`src/sv/hmf_pkg.sv`:
```
package hmf_pkg;

    // default sizes
    localparam int VALUE_BITS_DEF = 10;
    localparam int COUNT_BITS_DEF = 8;

    // controller to datapath commands
    typedef struct packed {
        logic load;   // capture the input transaction
        logic rd;     // read the bin of the captured value
        logic upd;    // write back the incremented count, update the leader record
        logic emit;   // load the result register, restart the leader record
        logic clr;    // clear one bin of the sweep
    } hmf_cmd_t;

    // datapath to controller status
    typedef struct packed {
        logic last_item;  // captured value closes its set
        logic clr_last;   // sweep is at its final bin
        logic out_full;   // result register still holds an untaken result
    } hmf_sts_t;

endpackage

```
`src/sv/hmf_ctrl.sv`:
```
module hmf_ctrl
    import hmf_pkg::*;
(
    input  logic     aclk,
    input  logic     aresetn,
    input  logic     s_valid,
    output logic     s_ready,
    output hmf_cmd_t cmd,
    input  hmf_sts_t sts
);

    typedef enum logic [2:0] {
        ST_CLEAR,
        ST_IDLE,
        ST_READ,
        ST_UPDATE,
        ST_EMIT
    } state_t;

    state_t state_reg;
    state_t state_next;
    logic   s_ready_reg;
    logic   s_ready_next;
    logic   accept;

    assign accept = s_valid && s_ready_reg;

    // next state
    always_comb begin
        state_next = state_reg;
        case (state_reg)
            ST_CLEAR: begin
                if (sts.clr_last) begin
                    state_next = ST_IDLE;
                end
            end
            ST_IDLE: begin
                if (accept) begin
                    state_next = ST_READ;
                end
            end
            ST_READ: begin
                state_next = ST_UPDATE;
            end
            ST_UPDATE: begin
                state_next = sts.last_item ? ST_EMIT : ST_IDLE;
            end
            ST_EMIT: begin
                if (!sts.out_full) begin
                    state_next = ST_CLEAR;
                end
            end
            default: begin
                state_next = ST_CLEAR;
            end
        endcase
    end

    assign s_ready_next = (state_next == ST_IDLE);

    // state and registered ready
    always_ff @(posedge aclk) begin
        if (!aresetn) begin
            state_reg   <= ST_CLEAR;
            s_ready_reg <= 1'b0;
        end else begin
            state_reg   <= state_next;
            s_ready_reg <= s_ready_next;
        end
    end

    // commands
    assign cmd.load = accept;
    assign cmd.rd   = (state_reg == ST_READ);
    assign cmd.upd  = (state_reg == ST_UPDATE);
    assign cmd.emit = (state_reg == ST_EMIT) && !sts.out_full;
    assign cmd.clr  = (state_reg == ST_CLEAR);

    assign s_ready = s_ready_reg;

    // ready only ever offered while waiting for a transaction
    a_ready_idle: assert property (@(posedge aclk) disable iff (!aresetn)
        s_ready_reg |-> state_reg == ST_IDLE)
        else $error("ready outside idle");

    // one transaction at a time
    a_one_at_a_time: assert property (@(posedge aclk) disable iff (!aresetn)
        accept |=> !s_ready_reg && state_reg == ST_READ)
        else $error("transaction not followed by a read");

endmodule

```
`config.mk`:
```
export PLATFORM = sky130hd
export DESIGN_NAME = hmf_ctrl
export DESIGN_NICKNAME = d
export VERILOG_FILES = /design/src/sv/hmf_pkg.sv /design/src/sv/hmf_ctrl.sv
export SDC_FILE = /design/constraint.sdc
export NUM_CORES = 1
export LEC_CHECK = 0
export BUFFER_PORTS_ARGS = -buffer_cell sky130_fd_sc_hd__buf_2
export CAP_MARGIN = 10
export CORE_AREA = 4 4 41 43
export CTS_CLUSTER_DIAMETER = 30
export DETAILED_ROUTE_END_ITERATION = 10
export DIE_AREA = 0 0 45 47
export GPL_TIMING_DRIVEN = 0
export PLACE_DENSITY = 0.34
export SLEW_MARGIN = 10
export SYNTH_ARGS = -nofsm -noshare
export SYNTH_HDL_FRONTEND = slang
export SYNTH_SLANG_ARGS = --single-unit
```
`constraint.sdc`:
```
create_clock -name aclk -period 1.2 [get_ports aclk]
set_clock_uncertainty 0.1 [all_clocks]
set_input_delay 0.3 -clock aclk [delete_from_list [all_inputs] [get_ports aclk]]
set_output_delay 0.3 -clock aclk [all_outputs]
set_load 0.01 [all_outputs]
```
==> flow_metrics.py <==
metrics = {
    "status": {
        "status": "finished with violations",
        "violations": "negative setup slack",
    },
    "synthesis": {
        "synthTopCellsByCount": "dfxtp_1 (4), nor2_1 (4)",
        "synth_ff_type": "dfxtp_1",
        "synth_top_cell_area_share": 0.372,
        "netlist_instances": 26,
        "async_flop_share": 0,
        "synth_area_um2": 215,
        "synthDistinctLibCells": 16,
        "syn_nets": 32,
        "seq_area_frac_synth": 0.372,
        "synth_edf_count": 0,
        "synth.ff_latch_count": 4,
        "synthTopCellsByArea": "dfxtp_1 (37%), a32oi_1 (8.1%), nor2_1 (7.0%)",
        "synth_top_area_cell": "dfxtp_1",
        "syn_area_per_cell_um2": 8.28,
        "yosysWarningCount": 0,
    },
    "sta": {
        "clock.fmax_mhz": 714,
        "hold_ws_ps": 282,
        "fin_crit_ps": 1400,
        "hold_violations": 0,
        "max_slew_margin": 0.843,
        "max_slew.worst_pin.slew_ps": 236,
        "setup_viol": 6,
        "finalCritPeriodShare": 1.17,
        "layout_setup_ws_ps": -200,
        "finalMaxSlewViolations": 0,
        "grt_setup_unrepaired": "yes",
        "setup_tns_ps": -847,
    },
    "routing": {
        "routed_wl_um": 698,
        "num_vias": 267,
        "drc": 0,
        "wl_per_cell_um": 11.4,
        "vias_per_cell": 4.38,
        "drtIter0Drc": 4,
        "firstDrtPassIters": 4,
        "ant_nets": 0,
    },
    "grt": {
        "globalRouteOverflowTotal": 0,
        "grt_pass1_vias": 225,
        "grt_pass1_wl_um": 986,
        "grt_max_degree": 9,
        "antenna_found_initial": 0,
        "grt.total_usage": 0.0696,
    },
    "cts": {
        "numClockSinks": 4,
        "clock_path_buffers": 2,
        "clk_pin_slew_worst_paths_ps": 40,
        "cts-root-buf": "clkbuf_4",
        "cts.htree.levels": 1,
        "cts-buffers-inserted": 3,
        "cts_tree": "done",
        "clkLatencyLatePin_ps": 230,
    },
    "finish": {
        "utilization": 0.333,
        "final_cell_area_um2": 433,
        "seqCellArea_um2": 92.6,
        "multi_input_area_um2": 173,
        "n_antenna_cell": 0,
        "drive_gt1_frac": 0.761,
        "instances_no_fill": 61,
        "largest_reg_flops": 3,
        "nets": 54,
        "fillers": 151,
        "area_growth_pct": 101,
    },
    "power_and_ir_drop": {
        "leakage_nw": 0.188,
        "irDropWorstVdd_v": 0.000305,
        "powerDensity_mw_per_mm2": 966,
    },
    "critical_path": {
        "critPathLaunchType": "flip-flop",
        "worstPathArrival_ps": 1000,
        "worstSetupPathType": "flip-flop to output port",
        "cp_max_fo": 5,
        "cp.required_ps": 800,
        "end_kind": "output port",
    },
    "placement": {
        "placed_area_um2": 295,
        "dp.cells": 52,
        "place.gp.congestion": 0.737,
        "portBuffers": 11,
    },
    "die": {
        "pin_count": 12,
        "start_util": 0.165,
        "dieArea_mm2": 0.00212,
        "die_h_um": 47,
        "coreArea_mm2": 0.00130,
        "die_w_um": 45,
        "core.rowCount": 13,
    },
    "min_path": {
        "min_path_type": "input pin to flip-flop",
    },
    "run": {
        "max_cap_violations": 0,
    },
}
-- layout make-up --
type                            count  area share
Clock buffer                        3      0.0520
Inverter                            1      0.0145
Multi-Input combinational cell     20       0.399
Sequential cell                     4       0.214
Tap cell                           15      0.0434
Timing Repair Buffer               18       0.277
-- report_power, final --
part | internal, mW | leakage (nW) | switching [mW]
Sequential | 0.140 | 0.0352 | 0.0148
Clock | 0.112 | 0.0138 | 0.0522
Combinational | 0.0574 | 0.139 | 0.0428
-- critical path: stages (launching register included) --
cell and delay [ps]:
dfxtp_4 350, nor4b_4 240, buf_2 170
-- metrics by stage --
stage | setup WS (ps) | total power [mW]
3_3_place_gp | -41.7 | 0.216
3_5_place_dp | -47.9 | 0.217
2_1_floorplan | 48.6 | 0.190
4_1_cts | -186 | 0.408
6_report | -200 | 0.418
5_1_grt | -249 | 0.439
-- cells by family (layout without fill, tap and decap cells) --
kind of cell,after synthesis,count (layout),share of synthesized area
flops,4,4,0.372
simple gates,16,16,0.442
compound gates,4,4,0.134
buf+inv,2,22,0.0523
-- layer usage --
| layer | share of wire | global-route usage | up-vias |
|---|---|---|---|
| met5 | 0 | 0 | - |
| met4 | 0.039 | 0.0702 | 0 |
| met3 | 0.063 | 0.0153 | 3 |
| met2 | 0.52 | 0.113 | 9 |
| met1 | 0.37 | 0.0729 | 121 |
| li1 | - | - | 134 |
-- path summary, 6_finish.rpt --
path	from	end	slack, ps	cells past startpoint
setup / recovery	state_reg[1]$_SDFF_PN0_	cmd[1]	-200	2
hold / removal	sts[0]	state_reg[2]$_SDFF_PN0_	280	3
setup reg to reg	state_reg[1]$_SDFF_PN0_	s_ready$_SDFF_PN0_	-90	4
hold reg to reg	state_reg[2]$_SDFF_PN0_	state_reg[2]$_SDFF_PN0_	480	2
-- repair_timing --
item,in CTS,in global routing
setup buffers,3,4
resized for setup,13,7
pin swaps,3,3
hold buffers,0,0
endpoints found under the setup margin,7,8
-- cells in the final DEF, fill, tap and decap left out, types with 2 or more instances in the layout --
cell      count
nor2_1        3
buf_6         2
clkbuf_4      3
buf_4         7
buf_2         9
nor2b_1       2
dfxtp_4       3
nand2_1       2
(Power assumes the default switching activity.)
